**src/hw/rtl/jsv_pkg.sv**
```systemverilog
// ----------------------------------------------------------------------------
// jsv_pkg
// Types, constants and character helpers shared by the JSON syntax checker.
// ----------------------------------------------------------------------------
package jsv_pkg;

  localparam int MAX_NESTING_DEF = 64;
  localparam int LIMIT_W         = 7;
  localparam logic [LIMIT_W-1:0] DEPTH_LIMIT_RST = 7'd64;

  // container kinds as kept on the nesting stack
  localparam logic KIND_ARRAY  = 1'b0;
  localparam logic KIND_OBJECT = 1'b1;

  // characters of the grammar
  localparam logic [7:0] CH_SPACE   = 8'h20;
  localparam logic [7:0] CH_TAB     = 8'h09;
  localparam logic [7:0] CH_CR      = 8'h0D;
  localparam logic [7:0] CH_QUOTE   = 8'h22;
  localparam logic [7:0] CH_PLUS    = 8'h2B;
  localparam logic [7:0] CH_COMMA   = 8'h2C;
  localparam logic [7:0] CH_MINUS   = 8'h2D;
  localparam logic [7:0] CH_DOT     = 8'h2E;
  localparam logic [7:0] CH_SLASH   = 8'h2F;
  localparam logic [7:0] CH_ZERO    = 8'h30;
  localparam logic [7:0] CH_ONE     = 8'h31;
  localparam logic [7:0] CH_NINE    = 8'h39;
  localparam logic [7:0] CH_COLON   = 8'h3A;
  localparam logic [7:0] CH_UP_A    = 8'h41;
  localparam logic [7:0] CH_UP_E    = 8'h45;
  localparam logic [7:0] CH_UP_F    = 8'h46;
  localparam logic [7:0] CH_LBRACK  = 8'h5B;
  localparam logic [7:0] CH_BSLASH  = 8'h5C;
  localparam logic [7:0] CH_RBRACK  = 8'h5D;
  localparam logic [7:0] CH_LO_A    = 8'h61;
  localparam logic [7:0] CH_LO_B    = 8'h62;
  localparam logic [7:0] CH_LO_E    = 8'h65;
  localparam logic [7:0] CH_LO_F    = 8'h66;
  localparam logic [7:0] CH_LO_L    = 8'h6C;
  localparam logic [7:0] CH_LO_N    = 8'h6E;
  localparam logic [7:0] CH_LO_R    = 8'h72;
  localparam logic [7:0] CH_LO_S    = 8'h73;
  localparam logic [7:0] CH_LO_T    = 8'h74;
  localparam logic [7:0] CH_LO_U    = 8'h75;
  localparam logic [7:0] CH_LBRACE  = 8'h7B;
  localparam logic [7:0] CH_RBRACE  = 8'h7D;

  typedef enum logic [4:0] {
    PH_VALUE, PH_ARR_FIRST, PH_OBJ_FIRST, PH_OBJ_KEY, PH_COLON, PH_AFTER,
    PH_STR_V, PH_STR_K, PH_ESC_V, PH_ESC_K, PH_HEX_V, PH_HEX_K,
    PH_NUM_MINUS, PH_NUM_ZERO, PH_NUM_INT, PH_NUM_DOT, PH_NUM_FRAC,
    PH_NUM_E, PH_NUM_ESIGN, PH_NUM_EXP,
    PH_LIT_T, PH_LIT_F, PH_LIT_N
  } phase_t;

  typedef struct packed {
    logic valid_res;
    logic depth_exceeded;
  } verdict_t;

  function automatic logic is_ws(input logic [7:0] c);
    return ((c >= CH_TAB) && (c <= CH_CR)) || (c == CH_SPACE);
  endfunction

  function automatic logic is_digit(input logic [7:0] c);
    return (c >= CH_ZERO) && (c <= CH_NINE);
  endfunction

  function automatic logic is_hex(input logic [7:0] c);
    return is_digit(c) || ((c >= CH_LO_A) && (c <= CH_LO_F)) ||
           ((c >= CH_UP_A) && (c <= CH_UP_F));
  endfunction

  // length of the literal word of a literal phase
  function automatic logic [2:0] lit_len(input phase_t ph);
    logic [2:0] len;
    case (ph)
      PH_LIT_F: len = 3'd5;
      default:  len = 3'd4;
    endcase
    return len;
  endfunction

  // expected letter of a literal word at a position
  function automatic logic [7:0] lit_char(input phase_t ph, input logic [2:0] pos);
    logic [7:0] ch;
    ch = CH_SPACE;
    case (ph)
      PH_LIT_T: begin
        case (pos)
          3'd0:    ch = CH_LO_T;
          3'd1:    ch = CH_LO_R;
          3'd2:    ch = CH_LO_U;
          3'd3:    ch = CH_LO_E;
          default: ch = CH_SPACE;
        endcase
      end
      PH_LIT_F: begin
        case (pos)
          3'd0:    ch = CH_LO_F;
          3'd1:    ch = CH_LO_A;
          3'd2:    ch = CH_LO_L;
          3'd3:    ch = CH_LO_S;
          3'd4:    ch = CH_LO_E;
          default: ch = CH_SPACE;
        endcase
      end
      PH_LIT_N: begin
        case (pos)
          3'd0:    ch = CH_LO_N;
          3'd1:    ch = CH_LO_U;
          3'd2:    ch = CH_LO_L;
          3'd3:    ch = CH_LO_L;
          default: ch = CH_SPACE;
        endcase
      end
      default: ch = CH_SPACE;
    endcase
    return ch;
  endfunction

endpackage

```
**src/hw/rtl/jsv_stack_mem.sv**
```systemverilog
// ----------------------------------------------------------------------------
// jsv_stack_mem
// Nesting stack storage: one write port, one read port, registered read data.
// ----------------------------------------------------------------------------
module jsv_stack_mem #(
  parameter int DEPTH = 64,
  parameter int AW    = 6
) (
  input  logic          clk,
  input  logic          wr_en,
  input  logic [AW-1:0] wr_addr,
  input  logic          wr_data,
  input  logic [AW-1:0] rd_addr,
  output logic          rd_data
);

  logic mem [DEPTH];

  always_ff @(posedge clk) begin
    if (wr_en) begin
      mem[wr_addr] <= wr_data;
    end
  end

  always_ff @(posedge clk) begin
    rd_data <= mem[rd_addr];
  end

endmodule

```
**src/hw/rtl/jsv_out_buf.sv**
```systemverilog
// ----------------------------------------------------------------------------
// jsv_out_buf
// Two-slot verdict buffer: output register plus a skid slot.
// ----------------------------------------------------------------------------
module jsv_out_buf
  import jsv_pkg::*;
(
  input  logic     clk,
  input  logic     rst_n,
  input  logic     res_push,
  input  verdict_t res_data,
  output logic     space_ok,
  output logic     out_valid,
  input  logic     out_ready,
  output verdict_t out_data
);

  logic     out_valid_r, out_valid_nxt;
  logic     skid_valid_r, skid_valid_nxt;
  verdict_t out_data_r, out_data_nxt;
  verdict_t skid_data_r, skid_data_nxt;
  logic     pop;

  assign pop       = out_valid_r && out_ready;
  assign space_ok  = !skid_valid_r;
  assign out_valid = out_valid_r;
  assign out_data  = out_data_r;

  always_comb begin
    out_valid_nxt  = out_valid_r;
    skid_valid_nxt = skid_valid_r;
    out_data_nxt   = out_data_r;
    skid_data_nxt  = skid_data_r;
    if (pop) begin
      out_valid_nxt = 1'b0;
    end
    if (skid_valid_r) begin
      if (pop) begin
        out_valid_nxt  = 1'b1;
        out_data_nxt   = skid_data_r;
        skid_valid_nxt = 1'b0;
      end
    end else if (res_push) begin
      if (!out_valid_r || pop) begin
        out_valid_nxt = 1'b1;
        out_data_nxt  = res_data;
      end else begin
        skid_valid_nxt = 1'b1;
        skid_data_nxt  = res_data;
      end
    end
  end

  always_ff @(posedge clk) begin
    if (!rst_n) begin
      out_valid_r  <= 1'b0;
      skid_valid_r <= 1'b0;
    end else begin
      out_valid_r  <= out_valid_nxt;
      skid_valid_r <= skid_valid_nxt;
    end
  end

  always_ff @(posedge clk) begin
    out_data_r  <= out_data_nxt;
    skid_data_r <= skid_data_nxt;
  end

endmodule

```
**src/hw/rtl/jsv_core.sv**
```systemverilog
// ----------------------------------------------------------------------------
// jsv_core
// Grammar state machine; the nesting stack lives in a synchronous memory,
// with the top entry and the entry below it held in registers.
// ----------------------------------------------------------------------------
module jsv_core
  import jsv_pkg::*;
#(
  parameter int MAX_NESTING = MAX_NESTING_DEF
) (
  input  logic               clk,
  input  logic               rst_n,
  input  logic               byte_fire,
  input  logic [7:0]         text_byte,
  input  logic               last_byte,
  input  logic [LIMIT_W-1:0] depth_limit,
  output logic               res_push,
  output verdict_t           res_data
);

  localparam int LVL_W = $clog2(MAX_NESTING + 1);
  localparam int AW    = (MAX_NESTING > 1) ? $clog2(MAX_NESTING) : 1;
  localparam int CMP_W = (LVL_W > LIMIT_W) ? LVL_W : LIMIT_W;

  phase_t           phase_r, phase_nxt;
  logic [LVL_W-1:0] level_r, level_nxt;
  logic [2:0]       sub_r, sub_nxt;
  logic             failed_r, failed_nxt;
  logic             ovf_r, ovf_nxt;
  logic             top_r, top_nxt;

  logic             below;
  logic             push;
  logic             push_kind;
  logic             do_start;
  logic             do_after;
  logic             key;
  logic             ok;
  logic             exc;
  logic [AW-1:0]    rd_addr;
  logic [7:0]       c;

  assign c = text_byte;

  always_comb begin
    phase_nxt  = phase_r;
    level_nxt  = level_r;
    sub_nxt    = sub_r;
    failed_nxt = failed_r;
    ovf_nxt    = ovf_r;
    top_nxt    = top_r;
    push       = 1'b0;
    push_kind  = KIND_ARRAY;
    do_start   = 1'b0;
    do_after   = 1'b0;
    key        = 1'b0;
    ok         = 1'b0;
    exc        = 1'b0;
    rd_addr    = '0;

    if (byte_fire && !failed_r) begin
      case (phase_r)
        PH_VALUE: do_start = 1'b1;
        PH_ARR_FIRST: begin
          if (c == CH_RBRACK) do_after = 1'b1;
          else                do_start = 1'b1;
        end
        PH_OBJ_FIRST, PH_OBJ_KEY: begin
          if (!is_ws(c)) begin
            if (c == CH_QUOTE) phase_nxt = PH_STR_K;
            else if (c == CH_RBRACE && phase_r == PH_OBJ_FIRST) do_after = 1'b1;
            else failed_nxt = 1'b1;
          end
        end
        PH_COLON: begin
          if (!is_ws(c)) begin
            if (c == CH_COLON) phase_nxt = PH_VALUE;
            else               failed_nxt = 1'b1;
          end
        end
        PH_AFTER: do_after = 1'b1;
        PH_STR_V, PH_STR_K: begin
          key = (phase_r == PH_STR_K);
          if (c == CH_QUOTE)       phase_nxt = key ? PH_COLON : PH_AFTER;
          else if (c == CH_BSLASH) phase_nxt = key ? PH_ESC_K : PH_ESC_V;
          else if (c < CH_SPACE)   failed_nxt = 1'b1;
        end
        PH_ESC_V, PH_ESC_K: begin
          key = (phase_r == PH_ESC_K);
          if (c inside {CH_QUOTE, CH_BSLASH, CH_SLASH, CH_LO_B, CH_LO_F,
                        CH_LO_N, CH_LO_R, CH_LO_T}) begin
            phase_nxt = key ? PH_STR_K : PH_STR_V;
          end else if (c == CH_LO_U) begin
            sub_nxt   = 3'd0;
            phase_nxt = key ? PH_HEX_K : PH_HEX_V;
          end else begin
            failed_nxt = 1'b1;
          end
        end
        PH_HEX_V, PH_HEX_K: begin
          key = (phase_r == PH_HEX_K);
          if (!is_hex(c)) begin
            failed_nxt = 1'b1;
          end else begin
            sub_nxt = sub_r + 3'd1;
            if (sub_nxt >= 3'd4) phase_nxt = key ? PH_STR_K : PH_STR_V;
          end
        end
        PH_NUM_MINUS: begin
          if (c == CH_ZERO)                         phase_nxt = PH_NUM_ZERO;
          else if (c >= CH_ONE && c <= CH_NINE)     phase_nxt = PH_NUM_INT;
          else                                      failed_nxt = 1'b1;
        end
        PH_NUM_ZERO, PH_NUM_INT: begin
          if (!(is_digit(c) && phase_r == PH_NUM_INT)) begin
            if (c == CH_DOT)                            phase_nxt = PH_NUM_DOT;
            else if (c == CH_LO_E || c == CH_UP_E)      phase_nxt = PH_NUM_E;
            else                                        do_after  = 1'b1;
          end
        end
        PH_NUM_DOT: begin
          if (is_digit(c)) phase_nxt = PH_NUM_FRAC;
          else             failed_nxt = 1'b1;
        end
        PH_NUM_FRAC: begin
          if (!is_digit(c)) begin
            if (c == CH_LO_E || c == CH_UP_E) phase_nxt = PH_NUM_E;
            else                              do_after  = 1'b1;
          end
        end
        PH_NUM_E: begin
          if (c == CH_PLUS || c == CH_MINUS) phase_nxt = PH_NUM_ESIGN;
          else if (is_digit(c))              phase_nxt = PH_NUM_EXP;
          else                               failed_nxt = 1'b1;
        end
        PH_NUM_ESIGN: begin
          if (is_digit(c)) phase_nxt = PH_NUM_EXP;
          else             failed_nxt = 1'b1;
        end
        PH_NUM_EXP: begin
          if (!is_digit(c)) do_after = 1'b1;
        end
        PH_LIT_T, PH_LIT_F, PH_LIT_N: begin
          if (sub_r >= lit_len(phase_r) || lit_char(phase_r, sub_r) != c) begin
            failed_nxt = 1'b1;
          end else begin
            sub_nxt = sub_r + 3'd1;
            if (sub_nxt == lit_len(phase_r)) phase_nxt = PH_AFTER;
          end
        end
        default: failed_nxt = 1'b1;
      endcase

      // start of a value
      if (do_start && !is_ws(c)) begin
        sub_nxt = 3'd1;
        if (c == CH_LBRACE || c == CH_LBRACK) begin
          if ((CMP_W'(level_r) >= CMP_W'(depth_limit)) ||
              (level_r >= LVL_W'(MAX_NESTING))) begin
            ovf_nxt    = 1'b1;
            failed_nxt = 1'b1;
          end else begin
            push      = 1'b1;
            push_kind = (c == CH_LBRACE) ? KIND_OBJECT : KIND_ARRAY;
            level_nxt = level_r + LVL_W'(1);
            top_nxt   = push_kind;
            phase_nxt = (c == CH_LBRACE) ? PH_OBJ_FIRST : PH_ARR_FIRST;
          end
        end
        else if (c == CH_QUOTE)                  phase_nxt = PH_STR_V;
        else if (c == CH_MINUS)                  phase_nxt = PH_NUM_MINUS;
        else if (c == CH_ZERO)                   phase_nxt = PH_NUM_ZERO;
        else if (c >= CH_ONE && c <= CH_NINE)    phase_nxt = PH_NUM_INT;
        else if (c == CH_LO_T)                   phase_nxt = PH_LIT_T;
        else if (c == CH_LO_F)                   phase_nxt = PH_LIT_F;
        else if (c == CH_LO_N)                   phase_nxt = PH_LIT_N;
        else                                     failed_nxt = 1'b1;
      end

      // end of a value: separator, closer or whitespace
      if (do_after) begin
        phase_nxt = PH_AFTER;
        if (!is_ws(c)) begin
          if (level_r == '0) begin
            failed_nxt = 1'b1;
          end else if (c == CH_COMMA) begin
            phase_nxt = (top_r == KIND_OBJECT) ? PH_OBJ_KEY : PH_VALUE;
          end else if ((c == CH_RBRACK && top_r == KIND_ARRAY) ||
                       (c == CH_RBRACE && top_r == KIND_OBJECT)) begin
            level_nxt = level_r - LVL_W'(1);
            top_nxt   = below;
          end else begin
            failed_nxt = 1'b1;
          end
        end
      end
    end

    ok = !failed_nxt && (level_nxt == '0) &&
         (phase_nxt inside {PH_AFTER, PH_NUM_ZERO, PH_NUM_INT, PH_NUM_FRAC, PH_NUM_EXP});
    exc = ovf_nxt;

    if (byte_fire && last_byte) begin
      phase_nxt  = PH_VALUE;
      level_nxt  = '0;
      sub_nxt    = 3'd0;
      failed_nxt = 1'b0;
      ovf_nxt    = 1'b0;
    end

    // read ahead the entry below the new top so a pop finds it registered
    if (level_nxt > LVL_W'(1)) begin
      rd_addr = AW'(level_nxt - LVL_W'(2));
    end
  end

  assign res_push                = byte_fire && last_byte;
  assign res_data.valid_res      = ok;
  assign res_data.depth_exceeded = exc;

  jsv_stack_mem #(
    .DEPTH (MAX_NESTING),
    .AW    (AW)
  ) u_stack (
    .clk     (clk),
    .wr_en   (push),
    .wr_addr (AW'(level_r)),
    .wr_data (push_kind),
    .rd_addr (rd_addr),
    .rd_data (below)
  );

  always_ff @(posedge clk) begin
    if (!rst_n) begin
      phase_r  <= PH_VALUE;
      level_r  <= '0;
      sub_r    <= 3'd0;
      failed_r <= 1'b0;
      ovf_r    <= 1'b0;
    end else begin
      phase_r  <= phase_nxt;
      level_r  <= level_nxt;
      sub_r    <= sub_nxt;
      failed_r <= failed_nxt;
      ovf_r    <= ovf_nxt;
    end
  end

  always_ff @(posedge clk) begin
    top_r <= top_nxt;
  end

endmodule

```
**src/hw/rtl/json_syntax_validator_top.sv**
```systemverilog
// ----------------------------------------------------------------------------
// json_syntax_validator_top
// Streaming JSON syntax checker, one text byte per item.
// ----------------------------------------------------------------------------
// Usage:
//   in_*   : valid/ready channel, one text byte per item; in_last_byte marks
//            the final byte of a text.
//   out_*  : valid/ready channel, one verdict item per text (valid flag and
//            nesting overflow flag), given for the byte marked last.
//   cfg_*  : cfg_we writes cfg_wdata into the depth limit at once; write only
//            while no text is in flight. Limit in force is the smaller of the
//            register and MAX_NESTING.
// Throughput: one byte per cycle while in_ready is high. The grammar state
//   and the two top stack entries are registers; the stack memory is read one
//   level ahead so a closing bracket does not hold up the input.
// Output: the verdict for the last byte is registered in the output buffer.
// Stall: a two-slot output buffer keeps input flowing while one verdict waits;
//   in_ready drops only when two verdicts are held.
// Reset: synchronous rst_n clears the parser to the start of a text and sets
//   the depth limit to 64; stack memory contents need no clearing.
// ----------------------------------------------------------------------------
module json_syntax_validator_top
  import jsv_pkg::*;
#(
  parameter int MAX_NESTING = MAX_NESTING_DEF
) (
  input  logic               clk,
  input  logic               rst_n,
  input  logic               in_valid,
  output logic               in_ready,
  input  logic [7:0]         in_text_byte,
  input  logic               in_last_byte,
  output logic               out_valid,
  input  logic               out_ready,
  output logic               out_valid_res,
  output logic               out_depth_exceeded,
  input  logic               cfg_we,
  input  logic [LIMIT_W-1:0] cfg_wdata
);

  logic [LIMIT_W-1:0] depth_limit_r;
  logic               byte_fire;
  logic               res_push;
  logic               space_ok;
  verdict_t           res_data;
  verdict_t           out_data;

  assign in_ready  = space_ok;
  assign byte_fire = in_valid && space_ok;

  always_ff @(posedge clk) begin
    if (!rst_n) begin
      depth_limit_r <= DEPTH_LIMIT_RST;
    end else if (cfg_we) begin
      depth_limit_r <= cfg_wdata;
    end
  end

  jsv_core #(
    .MAX_NESTING (MAX_NESTING)
  ) u_core (
    .clk         (clk),
    .rst_n       (rst_n),
    .byte_fire   (byte_fire),
    .text_byte   (in_text_byte),
    .last_byte   (in_last_byte),
    .depth_limit (depth_limit_r),
    .res_push    (res_push),
    .res_data    (res_data)
  );

  jsv_out_buf u_out_buf (
    .clk       (clk),
    .rst_n     (rst_n),
    .res_push  (res_push),
    .res_data  (res_data),
    .space_ok  (space_ok),
    .out_valid (out_valid),
    .out_ready (out_ready),
    .out_data  (out_data)
  );

  assign out_valid_res      = out_data.valid_res;
  assign out_depth_exceeded = out_data.depth_exceeded;

endmodule
```
**config.mk**
```make
export PLATFORM = sky130hd
export DESIGN_NAME = json_syntax_validator_top
export DESIGN_NICKNAME = d
export VERILOG_FILES = /design/src/hw/rtl/jsv_pkg.sv /design/src/hw/rtl/jsv_stack_mem.sv /design/src/hw/rtl/jsv_out_buf.sv /design/src/hw/rtl/jsv_core.sv /design/src/hw/rtl/json_syntax_validator_top.sv
export SDC_FILE = /design/constraint.sdc
export NUM_CORES = 1
export LEC_CHECK = 0
export BUFFER_PORTS_ARGS = -buffer_cell sky130_fd_sc_hd__buf_2
export CAP_MARGIN = 20
export CORE_MARGIN = 5
export CORE_UTILIZATION = 29
export DETAILED_ROUTE_END_ITERATION = 16
export GPL_ROUTABILITY_DRIVEN = 0
export GPL_TIMING_DRIVEN = 0
export PLACE_DENSITY = 0.4
export SYNTH_ARGS = -nofsm -noshare
export SYNTH_HDL_FRONTEND = slang
export SYNTH_SLANG_ARGS = --single-unit
```
**constraint.sdc**
```tcl
create_clock -name clk -period 5.8 [get_ports clk]
set_input_delay 1.45 -clock clk [delete_from_list [all_inputs] [get_ports clk]]
set_output_delay 1.45 -clock clk [all_outputs]
set_load 0.02 [all_outputs]
```
======== After elaboration in Yosys (flattened, before gate mapping) ========
Memory sizes are Yosys's and may differ from the RTL's. A register that Yosys moved wholly into a read port is not among the register bits.
Cells that the tools add are included.
cells by class
  eq/ne operators ......................... 60
  bitwise gates (word level) .............. 4
  multiplexer cells ....................... 156
  order comparisons ....................... 15
  add/subtract/negate cells ............... 4
  reductions and logical operators ........ 53
operator list
  operator              number
  $mux W5               36
  $eq A8 B7 Y1 const B  13
  $mux W1               82
  $eq A8 B6 Y1 const B  9
  $mux W7               10
  $pmux W5 S12          1
  $eq A5 B4 Y1 const B  10
  $eq A5 B5 Y1 const B  9
  $pmux W7 S5           1
  $mux W3               10
  $pmux W7 S4           1
  $eq A5 B3 Y1 const B  5
  $pmux W8 S3           1
  $pmux W7 S3           1
  $ge A8 B6 Y1 const B  2
  $ge A8 B7 Y1 const B  2
  $le A8 B7 Y1 const B  2
  $logic_and A1 B1 Y1   16
  $mux W8               2
  $reduce_or A2 Y1      8
  $logic_not A7 Y1      2
  $mux W2               6
  $eq A5 B2 Y1 const B  2
  $logic_or A1 B1 Y1    10
  39 further kinds      51
storage, ports and cells
  memories ................................ 1
  register bits after elaboration ......... 31
  output and inout port bits .............. 4
  RAM bits ................................ 64
  input bits .............................. 21
  logic and storage cells ................. 306
memory list
  name                depth  width  rd ports  clocked after Yosys merged registers in  write ports  RTL line             source
  u_core.u_stack.mem  64     1      1         1                                        1            jsv_stack_mem.sv:17  logic mem [DEPTH];

======== Depth between registers and ports, before layout ========
Gate-level depths: netlist of run 1.
  word-level depth ........................ 32
  mapped depth ............................ 20
  mapped depth without buffers ............ 18

======== Hierarchy ========
A second synthesis of run 1 with hierarchy kept.
second synthesis, totals
  cells, all modules ...................... 742
  area, all modules ....................... 6,802.8 µm²
by module, submodules not included
  module                     cells an instance  area each (µm²)  times used  seq. area each (µm²)
  jsv_core                   493                3,325.7          1           370.4
  jsv_stack_mem              205                2,936.6          1           1,941.9
  jsv_out_buf                21                 271.5            1           160.2
  json_syntax_validator_top  23                 269.0            1           140.1

======== Worst setup path before layout of run 1 ========
No wires, ideal clock.
  path type ............................... input-to-reg
  start ................................... input in_text_byte[4]
  end ..................................... register u_core.u_stack.rd_data, read port of u_core.u_stack.mem
  stages on the path ...................... 20
  arrival ................................. 5.160 ns
  path slack .............................. 0.513 ns
  path buffers ............................ 6
  data required time ...................... 5.673 ns
  library setup time ...................... 0.127 ns
  cells stage by stage .................... buf_2 and4bb_2 buf_2 and2_1 buf_2 o32a_1 a31oi_1 nand3_1 and3_1 buf_2 nor2_4 inv_2 ha_1 clkbuf_1 clkbuf_1 mux4_2 mux2i_1 nand3_1 mux2i_1 nor4_1
on the way
  cells in the longest elaborated chain, start to end .. 15
  elaborated cells on any way between the ends .. 52
  those cells by class .................... add/sub (1); order compare (5); eq/ne (10); mux (24); reduce/logical (12)
ends and longest elaborated chain
  what                                                      RTL line                          source
  from (decl)                                               json_syntax_validator_top.sv:31   input logic [7:0] in_text_byte,
  $ge A8 B4 Y1, or another cell as far along                jsv_pkg.sv:62                     return ((c >= CH_TAB) && (c <= CH_CR)) || (c == CH_SPACE);
  $logic_and A1 B1 Y1 / $mux W1 (equally long branches)     jsv_pkg.sv:62, jsv_core.sv:65
  $logic_or A1 B1 Y1 / $pmux W1 S2 (equally long branches)  jsv_pkg.sv:62, jsv_core.sv:62
  $logic_not A1 Y1 / $mux W1 (equally long branches)        n/a
  $logic_and A1 B1 Y1                                       jsv_core.sv:155                   if (do_start && !is_ws(c)) begin
  $mux W7                                                   jsv_core.sv:155
  $mux W7                                                   jsv_core.sv:188                   end else if ((c == CH_RBRACK && top_r == KIND_ARRAY) ||
  $mux W7                                                   jsv_core.sv:186                   end else if (c == CH_COMMA) begin
  $mux W7                                                   jsv_core.sv:184                   if (level_r == '0) begin
  $mux W7                                                   jsv_core.sv:183                   if (!is_ws(c)) begin
  $mux W7 *                                                 jsv_core.sv:181                   if (do_after) begin
  $mux W7 *                                                 jsv_core.sv:61                    if (byte_fire && !failed_r) begin
  $mux W7 *                                                 jsv_core.sv:203                   if (byte_fire && last_byte) begin
  $sub A6 B2 Y6 / $gt A7 B1 Y1 (equally long branches)      jsv_core.sv:213, jsv_core.sv:212
  $mux W6 *                                                 jsv_core.sv:212                   if (level_nxt > LVL_W'(1)) begin
  to (decl)                                                 jsv_stack_mem.sv:14               output logic rd_data
Mark *: on every way between the ends. The rest lies on a longest branch, timed or not. The select of a mux whose other input is x is not followed.
A chain may end at the register's enable or synchronous reset.

======== Final worst setup path of run 1 ========
Ends and elaborated chain as after synthesis.

==> metrics.yaml, run 1 <==
timing:
  period_needed_ps: 5500
  finClkSkew_ps: 9.24
  max_freq_mhz: 182
  drv_slew: 0
  tns_ps: 0
  worst-slew-pin-transition_ps: 1060
  hold_slack_ps: 498
  slew_headroom: 0.282
  setup_violations: 0
  rsz0062_at_grt: "no"
  finalCritPeriodShare: 0.948
  finalHoldViolations: 0
  worst_slack_ps: 300
clock_network:
  h-tree-depth: 3
  clock-sinks: 96
  cts_tree: "built"
  cts_buffers: 9
  clkTransAtPathRegs_ps: 70
  root_buffer: "clkbuf_16"
  clk_path_buf_depth: 2
  clkLatencyLatePin_ps: 360
  cts_hold_buf: 0
floorplan:
  start_util: 0.296
  num_io_pins: 25
  die_w_um: 165
  die_area_um2: 27200
  coreArea_um2: 23500
  rows: 56
  die_h_um: 165
yosys:
  synth_seq_cells: 96
  yosysWarnings: 0
  synth_edf_count: 69
  syn_area_um2: 6970
  synth.distinct_cells: 90
  ys_seq_area_frac: 0.375
  synthCells: 791
  ys_async_sr_fraction: 0
  synth_flop_cell: "edfxtp_1"
  avgSynthCellArea_um2: 8.81
  syn_nets: 830
power_and_ir_drop:
  max-vdd-ir-drop_uv: 113
  finalPower_mw: 1.61
  powerDensity_nw_per_um2: 204
  power_leakage_nw: 2.64
detailed_routing:
  drc_errors: 0
  ant_nets: 0
  wirelength_um: 23500
  dr.pass1.iters: 7
  via_per_inst: 5.61
  drt_iter0_drc: 614
  vias: 6462
  wire_per_inst_um: 20.4
outcome:
  status: "complete, no violations"
placement:
  dp.cells: 1132
  placed_area_um2: 7500
  pre_cts_slack_ps: -1220
  place.port_buffers: 21
  post-dp-hpwl_um: 17500
global_routing:
  grt_pass1_vias: 6206
  overflow: 0
  antenna_found_initial: 0
  grt_max_degree: 45
  grt.total_usage: 0.174
  grt_pass1_wl_um: 36600
cells_and_area:
  nFillCells: 2571
  stdcell_area_um2: 7880
  ff_latch_area_um2: 2610
  fin_nets: 867
  n_antenna_cell: 0
  syn2layout_area_growth_pct: 13.0
  drive_gt1_frac: 0.110
  fin_util: 0.335
  multi_input_area_um2: 4060
  final_cells: 1152
setup_path:
  critical_path_arrival_ps: 5730
  crit_path_max_fanout: 11
  crit_required_ps: 6030
  crit_path_end_kind: "flop"
  start_kind: "primary input"
  r2r_setup_slack_ps: 640
  worstSetupPathType: "primary input to flop"
worst_hold_path:
  min_path_type: "flop to flop"
run:
  drv_cap: 0
## cell usage after synthesis (6+ instances only)
cell type	instances	share of area
nor2_1	113	0.061
edfxtp_1	69	0.30
nand2_1	66	0.036
clkbuf_1	37	0.020
a21oi_1	34	0.024
nand3_1	34	0.024
o21ai_0	29	0.021
dfxtp_1	27	0.078
inv_1	27	0.015
nor2b_1	22	0.020
nor3_1	22	0.016
ha_1	18	0.032
and3_1	17	0.015
mux2i_1	16	0.023
or3_1	16	0.014
and2_1	12	0.011
nor4_1	11	0.0099
a31oi_1	10	0.0090
buf_2	10	0.0072
nand4_1	9	0.0081
o211ai_1	9	0.0097
nand2b_1	8	0.0072
o31ai_1	8	0.0086
a211oi_1	6	0.0065
a311oi_1	6	0.0075
a32oi_1	6	0.0075
mux4_1	6	0.023
xnor2_1	6	0.0075
## flip-flops by register name, summed over array words and instances (netlist names)
| signal | count |
|---|---|
| depth_limit_r | 7 |
| u_core.failed_r | 1 |
| u_core.level_r | 7 |
| u_core.ovf_r | 1 |
| u_core.phase_r | 5 |
| u_core.sub_r | 3 |
| u_core.top_r | 1 |
| u_core.u_stack.mem | 64 |
| u_core.u_stack.rd_data | 1 |
| u_out_buf.out_data | 2 |
| u_out_buf.out_valid | 1 |
| u_out_buf.skid_data_r | 2 |
| u_out_buf.skid_valid_r | 1 |
## repair_timing
action | CTS | global route
hold endpoints to repair | 0 | 0
resized for setup | 10 | 3
buffers inserted | 0 | 4
setup endpoints to repair | 1 | 1
pin swaps | 0 | 2
gates cloned | 0 | 0
## critical path, stage by stage
cell      delay, ps
buf_2           180
and4bb_2        250
buf_2           170
and2_1          160
buf_2           190
o32a_1          420
a31oi_2         250
nand3_1         110
and3_1          190
buf_2           180
nor2_4          180
inv_2           150
ha_1            430
clkbuf_4        280
clkbuf_4        270
mux4_1          320
mux2i_1         220
nand3_1         100
mux2i_1         140
nor4_1           60
## path summary, 6_finish.rpt
path | startpoint | endpoint | depth (start not counted)
worst min-delay path | depth_limit_r[6] | depth_limit_r[6] | 2
worst min register to register | depth_limit_r[6] | depth_limit_r[6] | 2
worst max register to register | u_core.level_r[0] | u_core.u_stack.rd_data | 19
worst max-delay path | in_text_byte[4] | u_core.u_stack.rd_data | 20
## report_power, final
group,switching [mW],internal (mW),leakage [nW]
logic,0.161,0.0835,1.68
clock network,0.279,0.341,0.142
registers,0.00793,0.735,0.814
total,0.448,1.16,2.64
## cell type report
cell class | instances | area share
Multi-Input combinational cell | 613 | 0.515
Sequential cell | 96 | 0.332
Tap cell | 319 | 0.0507
Buffer | 53 | 0.0300
Clock buffer | 10 | 0.0291
Timing Repair Buffer | 26 | 0.0197
Inverter | 29 | 0.0138
Clock inverter | 6 | 0.0100
## placed cells by master (no fill, tap or decap), types with 8 or more instances in the layout
| master | count |
|---|---|
| o31ai_1 | 8 |
| ha_1 | 18 |
| nor2_1 | 113 |
| clkbuf_16 | 9 |
| nor3_1 | 22 |
| nor2b_1 | 22 |
| and2_1 | 11 |
| nand4_1 | 9 |
| edfxtp_1 | 69 |
| nand2_1 | 66 |
| or3_1 | 16 |
| clkbuf_1 | 34 |
| a21oi_1 | 34 |
| mux2i_1 | 16 |
| inv_1 | 27 |
| dfxtp_1 | 27 |
| o211ai_1 | 9 |
| nand2b_1 | 8 |
| a31oi_1 | 9 |
| and3_1 | 17 |
| nand3_1 | 34 |
| buf_2 | 31 |
| o21ai_0 | 28 |
| nor4_1 | 10 |
## per-layer routing
metal  vias up  routed length, um  global-route usage
li1       3058                  -                   -
met1      3162              10900               0.238
met2       200              10800               0.279
met3        42               1200              0.0313
met4         0                592              0.0586
met5         -                  0                   0
## cell families after synthesis
family	share of synthesized area
adders and majority gates	0.0323
and+or+nand+nor	0.283
xor gates and xnor gates	0.0165
muxes	0.0601
DFF	0.375
buffers and inverters	0.0481
AOI/OAI and AO/OA	0.185
(Power assumes the default switching activity.)
==> run 2, diff against run 1 <==
- ABC_AREA: not set -> 1
==> run 2 against run 1 <==
  * Cell area increased by 2.7%
  * Setup slack improved by 770 ps
  * Power increased by 36%
  * Synthesized area increased by 3.9%
  * Critical endpoint unchanged
  * Register-to-register slack improved by 730 ps
==> metrics.yaml, run 2 <==
yosys:
  yosysWarnings: 0
  synth.distinct_cells: 49
  synth_xor_area_frac: 0.00967
  synth_compound_area_frac: 0.0801
  synthTopCellsByCount: "nand2_1, nor2_1, inv_1, nand3_1, edfxtp_1"
  ys_seq_area_frac: 0.361
  synthCells: 1045
  synth_seq_cells: 96
  syn_area_um2: 7250
  ys_async_sr_fraction: 0
  synth_edf_count: 69
  synth.most_common_cell: "nand2_1"
  synth_top_family_by_area: "simple AND/OR/NAND/NOR gates"
  synthTopCellsByArea: "edfxtp_1, nand2_1, nor2_1"
  syn_nets: 1084
  synth_top_cell_by_area: "edfxtp_1"
  synth_flop_cell: "edfxtp_1"
  synth_top_cell_area_share: 0.286
  avgSynthCellArea_um2: 6.93
  synth.mux.area_fraction: 0
  synth_simple_gate_area_share: 0.410
  synth_adder_area_share: 0.0311
clock_network:
  cts_hold_buf: 0
  h-tree-depth: 3
  clk_path_buf_depth: 2
  cts_resized: 0
  post-cts-setup-buffers: 0
  clock-sinks: 96
  cts_buffers: 9
  clkLatencyLatePin_ps: 350
  cts_tree: "built"
  clkTransAtPathRegs_ps: 80
  root_buffer: "clkbuf_16"
floorplan:
  rows: 57
  coreArea_um2: 24500
  die_h_um: 168
  die_w_um: 168
  die_area_um2: 28200
  start_util: 0.296
  num_io_pins: 25
setup_path:
  start_kind: "primary input"
  crit_path_end_kind: "flop"
  path_buf_inv: 7
  slowest_stage: "nor3_4"
  max_stage_delay_ps: 300
  critical_path_arrival_ps: 4970
  crit_required_ps: 6040
  worstSetupPathType: "primary input to flop"
  crit_family: "simple AND/OR/NAND/NOR gates"
  crit_path_max_fanout: 10
  cp_common_cell: "nand2_1"
placement:
  pre_cts_slack_ps: 669
  placed_area_um2: 7780
  post-dp-hpwl_um: 17900
  place.port_buffers: 21
timing:
  period_needed_ps: 4730
  worst-slew-pin-transition_ps: 740
  worst_slack_ps: 1070
  finalCritPeriodShare: 0.815
  slew_headroom: 0.502
  rsz0062_at_grt: "no"
  setup_violations: 0
  finClkSkew_ps: 9.50
  finalHoldViolations: 0
  max_freq_mhz: 212
  drv_slew: 0
detailed_routing:
  drt_iter0_drc: 464
  via_per_inst: 4.91
  wire_per_inst_um: 16.9
  vias: 6910
  ant_nets: 0
  drc_errors: 0
  dr.pass1.iters: 5
  wirelength_um: 23800
cells_and_area:
  syn2layout_area_growth_pct: 11.7
  stdcell_area_um2: 8090
  largest-register: "u_core.u_stack.mem"
  fin_util: 0.331
  largest_register_ff_count: 64
  final_cell_mix: "nand2_1, nor2_1, inv_1, nand3_1, edfxtp_1"
  drive_gt1_frac: 0.124
  reg_top3: "u_core.u_stack.mem: 64 flops, depth_limit_r: 7 flops, u_core.level_r: 7 flops"
  n_antenna_cell: 0
  final_common_cell: "nand2_1"
  fin_nets: 1117
power_and_ir_drop:
  max-vdd-ir-drop_uv: 192
  power_leakage_nw: 3.71
  powerDensity_nw_per_um2: 270
global_routing:
  overflow: 0
  grt_pass1_wl_um: 37900
  antenna_found_initial: 0
  grt.total_usage: 0.169
  grt_max_degree: 35
  grt_pass1_vias: 6819
run:
  drv_cap: 0
worst_hold_path:
  min_path_type: "flop to flop"
outcome:
  status: "complete, no violations"
==> run 2: metrics by stage <==
stage	setup TNS [ps]	power [mW]	std cells	hold slack, ps
final	0	2.19	1407	468
after global placement	-78350	1.56	1390	461
after detailed placement	0	1.55	1391	466
after floorplan	0	1.33	1045	432
after global routing	0	2.33	1407	505
after CTS	0	2.21	1407	476
==> run 2: worst reg2reg max path: cells and delay by family (launching register included) <==
family,cells,cell delay [ps]
AND/OR/NAND/NOR,23,2370
buffers and inverters,4,720
adder cells (fa/ha/maj),2,540
flip-flops,1,470
AO/OA/AOI/OAI,1,250
==> run 2: worst paths after layout <==
path,from,endpoint,slack [ps],cells after the start
hold reg to reg,depth_limit_r[3],depth_limit_r[3],470,2
hold / removal,depth_limit_r[3],depth_limit_r[3],470,2
setup / recovery,in_text_byte[7],u_core.u_stack.rd_data,1070,27
setup reg to reg,u_core.level_r[0],u_core.u_stack.rd_data,1370,30
==> run 2: power breakdown <==
| group | switching [mW] | internal [mW] |
|---|---|---|
| Combinational | 0.528 | 0.234 |
| Sequential | 0.0218 | 0.750 |
| Clock | 0.308 | 0.344 |
==> run 2: kinds of logic (layout without fill, tap and decap cells) <==
logic type	count (synthesis)	count (layout)
xor+xnor	8	8
simple gates	633	633
buf+inv	191	229
fa+ha+maj	18	18
flops	96	96
compound gates	99	99
==> run 2: layout make-up <==
class,count,area [um2]
Clock buffer,9,225
Tap cell,324,405
Buffer,26,170
Fill cell,2748,16400
Timing Repair Buffer,22,125
Sequential cell,96,2610
Clock inverter,7,82.6
Multi-Input combinational cell,758,3850
Inverter,165,619
==> run 2: routing by layer <==
metal,GRT usage,part of all wire,vias up
met5,0,0,-
met2,0.291,0.49,138
met1,0.225,0.46,3272
li1,-,-,3472
met3,0.0202,0.031,28
met4,0.0441,0.018,0
